==> src/hw/rtl/fir10_pkg.sv <==
package fir10_pkg;

   localparam int TAP_COUNT_DEFAULT   = 10;
   localparam int SAMPLE_BITS_DEFAULT = 10;
   localparam int OUT_BITS            = 11;
   localparam int COEF_BITS           = 9;
   localparam int COEF_COUNT          = 11;

   typedef logic signed [COEF_BITS-1:0] coef_type;

   localparam coef_type COEF_TABLE [COEF_COUNT] = '{
      coef_type'(-1), coef_type'(-7), coef_type'(-13), coef_type'(32),
      coef_type'(140), coef_type'(203), coef_type'(140), coef_type'(32),
      coef_type'(-13), coef_type'(-7), coef_type'(-1)
   };

   typedef logic signed [OUT_BITS-1:0] out_sample_type;

endpackage

==> src/hw/rtl/fir10_tap_sum.sv <==
module fir10_tap_sum #(
   parameter int TAP_COUNT   = fir10_pkg::TAP_COUNT_DEFAULT,
   parameter int SAMPLE_BITS = fir10_pkg::SAMPLE_BITS_DEFAULT
) (
   input  logic signed [SAMPLE_BITS-1:0] taps [TAP_COUNT],
   output fir10_pkg::out_sample_type     sum
);
   import fir10_pkg::*;

   localparam int PROD_BITS = SAMPLE_BITS + COEF_BITS;
   localparam int SHIFT     = SAMPLE_BITS - 1;
   localparam int TERM_BITS = PROD_BITS - SHIFT;

   out_sample_type terms [TAP_COUNT];

   // Each product is floor-shifted by dropping its low bits before the sum.
   for (genvar k = 0; k < TAP_COUNT; k++) begin : g_tap
      logic signed [PROD_BITS-1:0] prod;
      logic signed [TERM_BITS-1:0] term;
      assign prod     = PROD_BITS'(taps[k]) * PROD_BITS'(COEF_TABLE[k]);
      assign term     = signed'(prod[PROD_BITS-1:SHIFT]);
      assign terms[k] = OUT_BITS'(term);
   end

   always_comb begin
      sum = '0;
      for (int k = 0; k < TAP_COUNT; k++) begin
         sum = sum + terms[k];
      end
   end

endmodule

==> src/hw/rtl/fir_filter_ten_tap.sv <==
// Channel   Direction  Payload (lowest bit up)
// req_      in         tdata: sample_in (SAMPLE_BITS, signed), zero padded to bytes
// rsp_      out        tdata: sample_out (11, signed), zero padded to 16 bits
//
// Each request passes from acceptance through the tap window register and then
// the response register.
// A new request can be accepted every cycle while the response is not stalled;
// the ten constant multipliers and their adder run in parallel between the two registers.
// Reset clears the delay line to zero and drops any request in flight.
// A stalled response holds both stages, and the window shifts only on acceptance.
module fir_filter_ten_tap #(
   parameter int TAP_COUNT   = fir10_pkg::TAP_COUNT_DEFAULT,
   parameter int SAMPLE_BITS = fir10_pkg::SAMPLE_BITS_DEFAULT
) (
   input  logic                                     clock,
   input  logic                                     reset,
   input  logic                                     req_tvalid,
   output logic                                     req_tready,
   input  logic [((SAMPLE_BITS + 7) / 8) * 8 - 1:0] req_tdata,  // sample_in
   output logic                                     rsp_tvalid,
   input  logic                                     rsp_tready,
   output logic [((fir10_pkg::OUT_BITS + 7) / 8) * 8 - 1:0] rsp_tdata  // sample_out
);
   import fir10_pkg::*;

   localparam int RSP_BITS = ((OUT_BITS + 7) / 8) * 8;

   logic signed [SAMPLE_BITS-1:0] window_ff [TAP_COUNT];
   logic                          stage_valid_ff;
   logic                          stage_valid_in;
   logic                          rsp_valid_ff;
   logic                          rsp_valid_in;
   out_sample_type                rsp_sample_ff;
   out_sample_type                sum;
   logic                          rsp_free;
   logic                          stage_move;
   logic                          req_take;

   assign rsp_free   = !rsp_valid_ff || rsp_tready;
   assign stage_move = stage_valid_ff && rsp_free;
   assign req_tready = !stage_valid_ff || rsp_free;
   assign req_take   = req_tvalid && req_tready;

   assign stage_valid_in = req_take || (stage_valid_ff && !rsp_free);
   assign rsp_valid_in   = stage_move || (rsp_valid_ff && !rsp_tready);

   fir10_tap_sum #(
      .TAP_COUNT   (TAP_COUNT),
      .SAMPLE_BITS (SAMPLE_BITS)
   ) u_tap_sum (
      .taps (window_ff),
      .sum  (sum)
   );

   always_ff @(posedge clock) begin
      if (reset) begin
         stage_valid_ff <= 1'b0;
         rsp_valid_ff   <= 1'b0;
         for (int k = 0; k < TAP_COUNT; k++) begin
            window_ff[k] <= '0;
         end
      end else begin
         stage_valid_ff <= stage_valid_in;
         rsp_valid_ff   <= rsp_valid_in;
         if (req_take) begin
            window_ff[0] <= signed'(req_tdata[SAMPLE_BITS-1:0]);
            for (int k = 1; k < TAP_COUNT; k++) begin
               window_ff[k] <= window_ff[k-1];
            end
         end
      end
   end

   always_ff @(posedge clock) begin
      if (stage_move) begin
         rsp_sample_ff <= sum;
      end
   end

   assign rsp_tvalid = rsp_valid_ff;
   assign rsp_tdata  = RSP_BITS'(unsigned'(rsp_sample_ff));

endmodule
==> config.mk <==
export PLATFORM = sky130hd
export DESIGN_NAME = fir_filter_ten_tap
export DESIGN_NICKNAME = d
export VERILOG_FILES = /design/src/hw/rtl/fir10_pkg.sv /design/src/hw/rtl/fir10_tap_sum.sv /design/src/hw/rtl/fir_filter_ten_tap.sv
export SDC_FILE = /design/constraint.sdc
export NUM_CORES = 1
export LEC_CHECK = 0
export BUFFER_PORTS_ARGS = -buffer_cell sky130_fd_sc_hd__buf_2
export CAP_MARGIN = 20
export CELL_PAD_IN_SITES_DETAIL_PLACEMENT = 1
export CELL_PAD_IN_SITES_GLOBAL_PLACEMENT = 1
export CORE_UTILIZATION = 54
export DETAILED_ROUTE_END_ITERATION = 16
export PLACE_DENSITY_LB_ADDON = 0.1
export SETUP_SLACK_MARGIN = 0.05
export SLEW_MARGIN = 10
export SYNTH_ARGS = -nofsm -noshare
export SYNTH_HDL_FRONTEND = slang
export SYNTH_SLANG_ARGS = --single-unit
export TNS_END_PERCENT = 20
==> constraint.sdc <==
create_clock -name clock -period 12.1 [get_ports clock]
set_input_delay 2.42 -clock clock [delete_from_list [all_inputs] [get_ports clock]]
set_output_delay 2.42 -clock clock [all_outputs]
set_load 0.01 [all_outputs]
Word level (Yosys, flattened, before mapping)

Cells that the tools add are included.

Reduce and logical (&&, ||, !) cells: 12
Multiply operators: 7
Add/subtract/negate cells: 10

Operators by type and width:

| operator                | number |
|---|---|
| $add A11 B6 Y11         | 4 |
| $mul A10 B7 Y17 const B | 2 |
| $add A11 B10 Y11        | 3 |
| $mul A10 B5 Y15 const B | 2 |
| $mul A10 B4 Y14 const B | 2 |
| $mul A10 B9 Y19 const B | 1 |
| $neg A10 Y19            | 1 |
| $add A10 B5 Y11         | 1 |
| $add A11 B5 Y11         | 1 |
| $logic_and A1 B1 Y1     | 4 |
| $logic_not A1 Y1        | 4 |
| $logic_or A1 B1 Y1      | 4 |

Register bits after elaboration: 113
Logic and storage cells: 42
Input bits: 20

Depth between registers and ports, before layout

Gate-level depths: netlist of the first run.

Word-level depth: 10
Gate-level depth with buffers: 32

Modules after synthesis

From an unflattened synthesis of the first run, not the netlist that was laid out.

Cell total of the unflattened synthesis: 1,297
Area, all modules: 12,737.2 µm²

By module, submodules not included:

| module             | times used | area an instance (µm²) | seq. area each (µm²) | cells each |
|---|---|---|---|---|
| fir10_tap_sum      | 1          | 8,445.6                | 0.0                  | 934 |
| fir_filter_ten_tap | 1          | 4,291.6                | 2,372.3              | 363 |

Worst setup path after synthesis of the first run

Ideal clock, no wire load.

Kind: flip-flop to flip-flop
From: reg window_ff[43] in the netlist's numbering
To: reg rsp_sample_ff[10], data pin
Data arrival time: 7.609 ns
Path slack: 4.228 ns
Cell stages (with the launch flop): 29
Library setup time: 0.263 ns
Cell sequence: dfxtp_1 -> ha_1 -> inv_1 -> fa_1 -> inv_1 -> fa_1 -> inv_1 -> fa_1 -> inv_1 -> ha_1 -> nand3_1 -> a211o_1 -> nand2_1 -> and2_1 -> o21ai_0 -> a211o_1 -> fa_1 -> fa_1 -> fa_1 -> fa_1 -> fa_1 -> inv_1 -> ha_1 -> and3_1 -> a221o_2 -> o41ai_4 -> o21ai_2 -> xnor2_2 -> xnor2_1

Longest elaborated chain between the ends: 6

RTL lines:

| element                         | line                     | text |
|---|---|---|
| start, declared                 | fir_filter_ten_tap.sv:28 | `logic signed [SAMPLE_BITS-1:0] window_ff [TAP_COUNT];` |
| start signal, assigned by index | fir_filter_ten_tap.sv:68 | `window_ff[k] <= window_ff[k-1];` |
| $mul A10 B9 Y19                 | fir10_tap_sum.sv:20      | `assign prod = PROD_BITS'(taps[k]) * PROD_BITS'(COEF_TABLE[k]);` |
| $add A11 B10 Y11 (2 in a row)   | fir10_tap_sum.sv:28      | `sum = sum + terms[k];` |
| $add A11 B6 Y11 (2 in a row)    | fir10_tap_sum.sv:28      |  |
| $add A11 B5 Y11                 | fir10_tap_sum.sv:28      |  |
| named net sum[10]               | fir_filter_ten_tap.sv:34 | `out_sample_type sum;` |
| end signal, assigned            | fir_filter_ten_tap.sv:76 | `rsp_sample_ff <= sum;` |
| end, declared                   | fir_filter_ten_tap.sv:33 | `out_sample_type rsp_sample_ff;` |

The timed path passes the listed nets, and every way through them passes these cells.
A chain may end at the register's enable or synchronous reset.

Worst setup path in the final report of the first run

From: reg window_ff[44] in the netlist's numbering
To: reg rsp_sample_ff[10], data pin

Same word-level chain as after synthesis.

==> flow_metrics.env, run 1 <==
export IMPL_startpoint="window_ff[44]"
export IMPL_synth_edf_count=11
export IMPL_ys_types=65
export IMPL_p_clk_share_pct=26.5
export IMPL_synth_top_area_share_pct=22.8
export IMPL_synth_largest_area_cell="ha_1"
export IMPL_finalCritPeriodShare_pct=71.3
export IMPL_final_cells=1688
export IMPL_r2r_start="window_ff[44]"
export IMPL_coreArea_um2=22000
export IMPL_grt_max_degree=101
export IMPL_synthFlopType="dfxtp_1"
export IMPL_tns_ns=0
export IMPL_numCtsBuffers=17
export IMPL_setup_viol=0
export IMPL_dp_cells=1654
export IMPL_synth_cells=1381
export IMPL_critical_path_class="flop to flop"
export IMPL_max_clock_freq_ghz=0.116
export IMPL_grt_pass1_vias=10200
export IMPL_postSynthAreaPerCell_um2=8.82
export IMPL_crit_buf_inv=7
export IMPL_start_util_pct=55.5
export IMPL_rsz0062_at_grt="false"
export IMPL_cts_sinks=113
export IMPL_clock_latency_ns=0.44
export IMPL_min_from="window_ff[61]"
export IMPL_fin_nets=1764
export IMPL_hold_end="window_ff[51]"
export IMPL_cap_violations=0
export IMPL_synth_area_top_cells="ha_1 23%, fa_1 21%, dfxtp_1 17%"
export IMPL_cpMostUsedCell="fa_1"
export IMPL_fin_crit_ns=8.63
export IMPL_syn_to_final_growth_pct=8.06
export IMPL_cts_path_max_buffers=2
export IMPL_num_vias=9168
export IMPL_cts_hold_buffers=0
export IMPL_p_sw_w=0.000778
export IMPL_yosys_warnings=0
export IMPL_place_hpwl_mm=22.1
export IMPL_finClkSkew_ns=0.00663
export IMPL_grt_use_total_pct=27.2
export IMPL_place_congestion=0.822
export IMPL_clockRootBuffer="clkbuf_16"
export IMPL_start_kind="flop"
export IMPL_dr_pass1_iters=10
export IMPL_grt_pass1_wl_mm=50.0
export IMPL_fillers=2592
export IMPL_r2r_end="rsp_sample_ff[10]"
export IMPL_rows=54
export IMPL_vias_per_cell=5.43
export IMPL_swShare_pct=41.2
export IMPL_cp_top_family="adder cells"
export IMPL_r2r_slack_ns=3.47
export IMPL_multi_input_area_um2=8640
export IMPL_p_leak_nw=6.24
export IMPL_dieHeight_um=152
export IMPL_port_buffers=26
export IMPL_ys_seq_area_share_pct=19.5
export IMPL_synthArstFlopShare_pct=0
export IMPL_power_frac_comb_pct=49.8
export IMPL_route_detailed_drc=1
export IMPL_critPathRequiredTime_ns=12.28
export IMPL_critPathMaxFanout=5
export IMPL_cts_resized=0
export IMPL_slew_limit_headroom_pct=35.2
export IMPL_die_area_um2=23200
export IMPL_cts_setup_buffers=0
export IMPL_seq_power_share_pct=23.7
export IMPL_antenna_cells=0
export IMPL_outcome="complete, but fails checks"
export IMPL_violations="DRC"
export IMPL_routedWlPerCell_um=17.4
export IMPL_hold_violations=0
export IMPL_clk_pin_slew_ns=0.06
export IMPL_die_w_um=152
export IMPL_seq_area_um2=2370
export IMPL_h_tree_depth=4
export IMPL_ys_ff_latch=113
export IMPL_synth_area_um2=12200
export IMPL_antenna_left=0
export IMPL_drt_iter0_markers=293
export IMPL_tightestPinTransition_ns=0.971
export IMPL_antenna_found_initial=0
export IMPL_cp_arrival_ns=8.81
export IMPL_max_stage_delay_ns=0.56
export IMPL_wirelength_mm=29.3
export IMPL_whs_path_depth=2
export IMPL_synth_commonest_cells="276 x inv_1, 224 x nand2_1, 222 x ha_1"
export IMPL_hp_class="flop to flop"
export IMPL_endpoint_kind="flop"
export IMPL_drive_above_1_share_pct=5.61
export IMPL_internal_power_w=0.00111
export IMPL_slowest_stage="fa_1"
export IMPL_irDropWorstVdd_v=0.000117
export IMPL_synth_most_common_cell="inv_1"
export IMPL_final_max_slew_violation_count=0
export IMPL_cts_tree="built"
export IMPL_reg2reg_depth=30
export IMPL_grt_overflow=0
export IMPL_io_pins=38
export IMPL_power_density_nw_per_um2=144
==> worst min-delay path, stage by stage, from the launching register on <==
cell and delay (ns):
dfxtp_1 0.31, nand2_1 0.05, a21oi_1 0.05
==> how the worst max path moves through the flow <==
stage                        end  slack (ns)  cells after the start
5_1_grt        rsp_sample_ff[10]        3.06                     29
3_3_place_gp   rsp_sample_ff[10]        3.68                     27
3_5_place_dp   rsp_sample_ff[10]        3.54                     27
4_1_cts        rsp_sample_ff[10]        3.45                     29
6_report       rsp_sample_ff[10]        3.47                     30
2_1_floorplan  rsp_sample_ff[10]        4.23                     28
==> cells in the final DEF, fill, tap and decap left out, types with 5 or more instances in the layout <==
cell type  netlist  routed
nand2b_1         7       7
a21oi_1        129     129
nor3_1           9       8
a21o_1           8       8
o21ai_0         20      20
nor2b_1          8       8
conb_1           1       5
xor2_1          17      17
inv_1          276     276
nand2_1        224     223
o21a_1           6       6
edfxtp_1        11      11
inv_8            0       5
nand3_1          8       8
clkbuf_16        0      17
fa_1           127     127
nand4_1          5       5
buf_2            0      25
dfxtp_1        102     102
xnor2_1         48      48
ha_1           222     222
a31oi_1          9       9
inv_6            0       6
nor2_1          34      34
==> state kept, by name, indices dropped and copies added, names as in the netlist <==
| register | flops |
|---|---|
| window_ff | 100 |
| rsp_sample_ff | 11 |
| stage_valid_ff | 1 |
| rsp_tvalid | 1 |
==> per-layer routing <==
| metal | GRT usage [%] | part of all wire [%] | up-vias |
|---|---|---|---|
| li1 | - | - | 4449 |
| met1 | 32.7 | 43 | 4555 |
| met2 | 49.1 | 52 | 105 |
| met3 | 2.87 | 1.9 | 59 |
| met4 | 11.9 | 3.0 | 0 |
| met5 | 0 | 0 | - |
==> power groups by stage <==
stage          registers, W  logic [W]  clock network [W]
3_3_place_gp       0.000457   0.000847                  0
4_1_cts            0.000449   0.000939           0.000507
2_1_floorplan      0.000465   0.000676                  0
6_report           0.000448   0.000940           0.000501
3_5_place_dp       0.000458   0.000911                  0
5_1_grt            0.000451    0.00105           0.000522
==> cells by family (layout without fill, tap and decap cells) <==
group                      count (synthesis)  in the layout  synth area share [%]
buffers and inverters                    315            338                  9.86
other                                      1              5                0.0308
muxes                                      1              1                0.0822
adders and majority gates                349            349                  43.7
and+or+nand+nor                          320            320                  11.1
DFF                                      113            113                  19.5
AOI/OAI and AO/OA                        216            216                  11.0
xor gates and xnor gates                  66             66                  4.81
==> final cells by class <==
class,count,area share [%]
tap,280,2.66
inverter,276,7.87
timing repair buffer,30,1.54
clock inverter,15,1.06
clock buffer,17,3.23
multi-input combinational,957,65.6
sequential,113,18.0
==> per-stage QoR <==
step | hold WS (ns) | cell area, um2 | worst slack [ns] | power [W] | util [%]
4_1_cts | 0.455 | 13100 | 3.45 | 0.00190 | 59.7
6_report | 0.451 | 13200 | 3.47 | 0.00189 | 59.9
3_5_place_dp | 0.447 | 12500 | 3.54 | 0.00137 | 57.1
3_3_place_gp | 0.438 | 12500 | 3.68 | 0.00130 | 57.1
5_1_grt | 0.473 | 13200 | 3.06 | 0.00203 | 59.9
2_1_floorplan | 0.432 | 12200 | 4.23 | 0.00114 | -
Note: power is estimated with default switching activity, not from simulation.
==> run 2: changes to the inputs <==
Settings changed: ABC_AREA set to 1, CORE_UTILIZATION 54 to 45.
Clock period 12.1 ns to 7.75 ns, I/O delays scaled along.
==> run 2 against run 1 <==
The run now ends clean. Hold slack gained 0.014 ns. Setup slack lost 3.2 ns. First-iteration DRC count grew 40%. Synthesized cell count grew 17%. Final area grew 11%. Routed wire length grew 17%. Register-to-register slack lost 3.2 ns. Critical path type unchanged. Count of clock-buffer cells in the layout grew 6. Highest routed layer unchanged. Sequential cell count is the same.
==> flow_metrics.env, run 2 <==
export IMPL_synthArstFlopShare_pct=0
export IMPL_finClkSkew_ns=0.0104
export IMPL_critical_path_class="flop to flop"
export IMPL_grt_pass1_wl_mm=56.6
export IMPL_synth_commonest_cells="363 x inv_1, 257 x nand2_1, 222 x ha_1"
export IMPL_port_buffers=26
export IMPL_route_detailed_drc=0
export IMPL_ys_ff_latch=113
export IMPL_postSynthAreaPerCell_um2=8.18
export IMPL_fillers=3518
export IMPL_grt_overflow=0
export IMPL_critPathRequiredTime_ns=7.94
export IMPL_yosys_warnings=0
export IMPL_max_stage_delay_ns=0.55
export IMPL_clock_latency_ns=0.43
export IMPL_routedWlPerCell_um=16.8
export IMPL_finalInstanceArea_um2=14600
export IMPL_synth_area_top_cells="ha_1 21%, fa_1 19%, dfxtp_1 15%"
export IMPL_rsz0062_at_grt="true"
export IMPL_start_kind="flop"
export IMPL_numCtsBuffers=17
export IMPL_fin_crit_ns=7.50
export IMPL_syn_to_final_growth_pct=10.4
export IMPL_place_congestion=0.882
export IMPL_synth_area_um2=13200
export IMPL_max_clock_freq_ghz=0.133
export IMPL_dieHeight_um=173
export IMPL_fin_nets=2012
export IMPL_cts_hold_buffers=0
export IMPL_antenna_cells=0
export IMPL_r2r_slack_ns=0.25
export IMPL_ys_types=46
export IMPL_antenna_left=0
export IMPL_largest_register_ffs=100
export IMPL_clk_pin_slew_ns=0.06
export IMPL_antenna_found_initial=0
export IMPL_multi_input_area_um2=9410
export IMPL_synth_top_area_share_pct=21.1
export IMPL_synthFlopType="dfxtp_1"
export IMPL_critPathMaxFanout=5
export IMPL_place_hpwl_mm=27.2
export IMPL_start_util_pct=45.8
export IMPL_cap_violations=0
export IMPL_dr_pass1_iters=4
export IMPL_vias_per_cell=5.09
export IMPL_drt_iter0_markers=410
export IMPL_ys_seq_area_share_pct=18.0
export IMPL_coreArea_um2=28800
export IMPL_grt_max_degree=84
export IMPL_endpoint_kind="flop"
export IMPL_seq_area_um2=2380
export IMPL_clockRootBuffer="clkbuf_16"
export IMPL_worst_slack_ns=0.246
export IMPL_synth_cells=1613
export IMPL_finalCritPeriodShare_pct=96.8
export IMPL_final_max_slew_violation_count=0
export IMPL_hold_violations=0
export IMPL_grt_pass1_vias=11300
export IMPL_cts_tree="built"
export IMPL_rows=62
export IMPL_num_vias=10400
export IMPL_cts_sinks=113
export IMPL_hp_class="flop to flop"
export IMPL_die_area_um2=30000
export IMPL_synth_most_common_cell="inv_1"
export IMPL_slew_limit_headroom_pct=30.0
export IMPL_cp_arrival_ns=7.70
export IMPL_wirelength_mm=34.3
export IMPL_synth_largest_area_cell="ha_1"
export IMPL_top_regs="window_ff x100, rsp_sample_ff x11"
export IMPL_h_tree_depth=4
export IMPL_cts_path_max_buffers=2
export IMPL_tightestPinTransition_ns=1.05
export IMPL_drive_above_1_share_pct=8.94
export IMPL_io_pins=38
export IMPL_regMostFlops="window_ff"
export IMPL_setup_viol=0
export IMPL_synth_edf_count=11
export IMPL_dpl_instance_area_um2=13700
export IMPL_final_common_cell="inv_1"
export IMPL_slowest_stage="fa_1"
export IMPL_outcome="finished clean"
export IMPL_pre_cts_slack_ns=-0.123
export IMPL_final_cell_mix="363 x inv_1, 251 x nand2_1, 212 x ha_1"
export IMPL_die_w_um=173
export IMPL_grt_use_total_pct=23.8
[run 2: cell type report]
| class | instances | share of cell area (%) |
|---|---|---|
| multi-input combinational | 1099 | 64.6 |
| sequential | 113 | 16.3 |
| inverter | 366 | 9.45 |
| clock buffer | 23 | 3.35 |
| tap | 384 | 3.30 |
| timing repair buffer | 46 | 1.94 |
| clock inverter | 9 | 1.03 |
[run 2: critical path, delay by kind of cell, from the launching register on]
| kind | cells | cell delay (ns) |
|---|---|---|
| buffers and inverters | 7 | 0.47 |
| AOI/OAI and AO/OA | 3 | 0.42 |
| DFF | 1 | 0.36 |
| xor gates and xnor gates | 1 | 0.21 |
| adders and majority gates | 11 | 5.01 |
| and+or+nand+nor | 11 | 0.78 |
[run 2: what timing repair did]
action,4_1_cts,5_1_grt
setup endpoints to repair,5,6
resized for setup,3,38
pin swaps,2,18
setup buffers,1,2
[run 2: per-stage QoR]
| step | hold slack [ns] | setup TNS [ns] | utilization (%) | std cells |
|---|---|---|---|---|
| floorplan | 0.439 | 0 | - | 1617 |
| global placement | 0.455 | 0 | 47.5 | 2005 |
| detailed placement | 0.459 | -0.301 | 47.5 | 2005 |
| CTS | 0.469 | 0 | 49.8 | 2038 |
| global route | 0.487 | -0.110 | 50.6 | 2040 |
| finish | 0.465 | 0 | 50.6 | 2040 |
[run 2: kinds of logic after synthesis]
| kind of cell | Yosys count | synth area share (%) |
|---|---|---|
| buf+inv | 405 | 12.5 |
| fa+ha+maj | 349 | 40.3 |
| xor+xnor | 55 | 3.65 |
| flops | 113 | 18.0 |
| compound gates | 219 | 10.8 |
| simple gates | 471 | 14.7 |
| other cells | 1 | 0.0284 |
[run 2: final timing paths]
kind                       from                end  cells past startpoint
setup / recovery  window_ff[43]  rsp_sample_ff[10]                     33
hold / removal    window_ff[62]      window_ff[52]                      2
setup reg to reg  window_ff[43]  rsp_sample_ff[10]                     33
hold reg to reg   window_ff[62]      window_ff[52]                      2
[run 2: metal layers]
metal  vias to the layer above  GRT usage [%]  part of all wire [%]  routed length (um)
met5                         -              0                     0                   0
met4                         0           7.23                   2.2                 752
met3                        54           3.38                   2.0                 698
met2                       102           41.8                    49               16800
met1                      5083           30.3                    47               16000
li1                       5147              -                     -                   -
Power of run 2 is left out: the tool's default activity adds up to more than one toggle a clock period on the data nets, which glitch-free logic cannot reach.
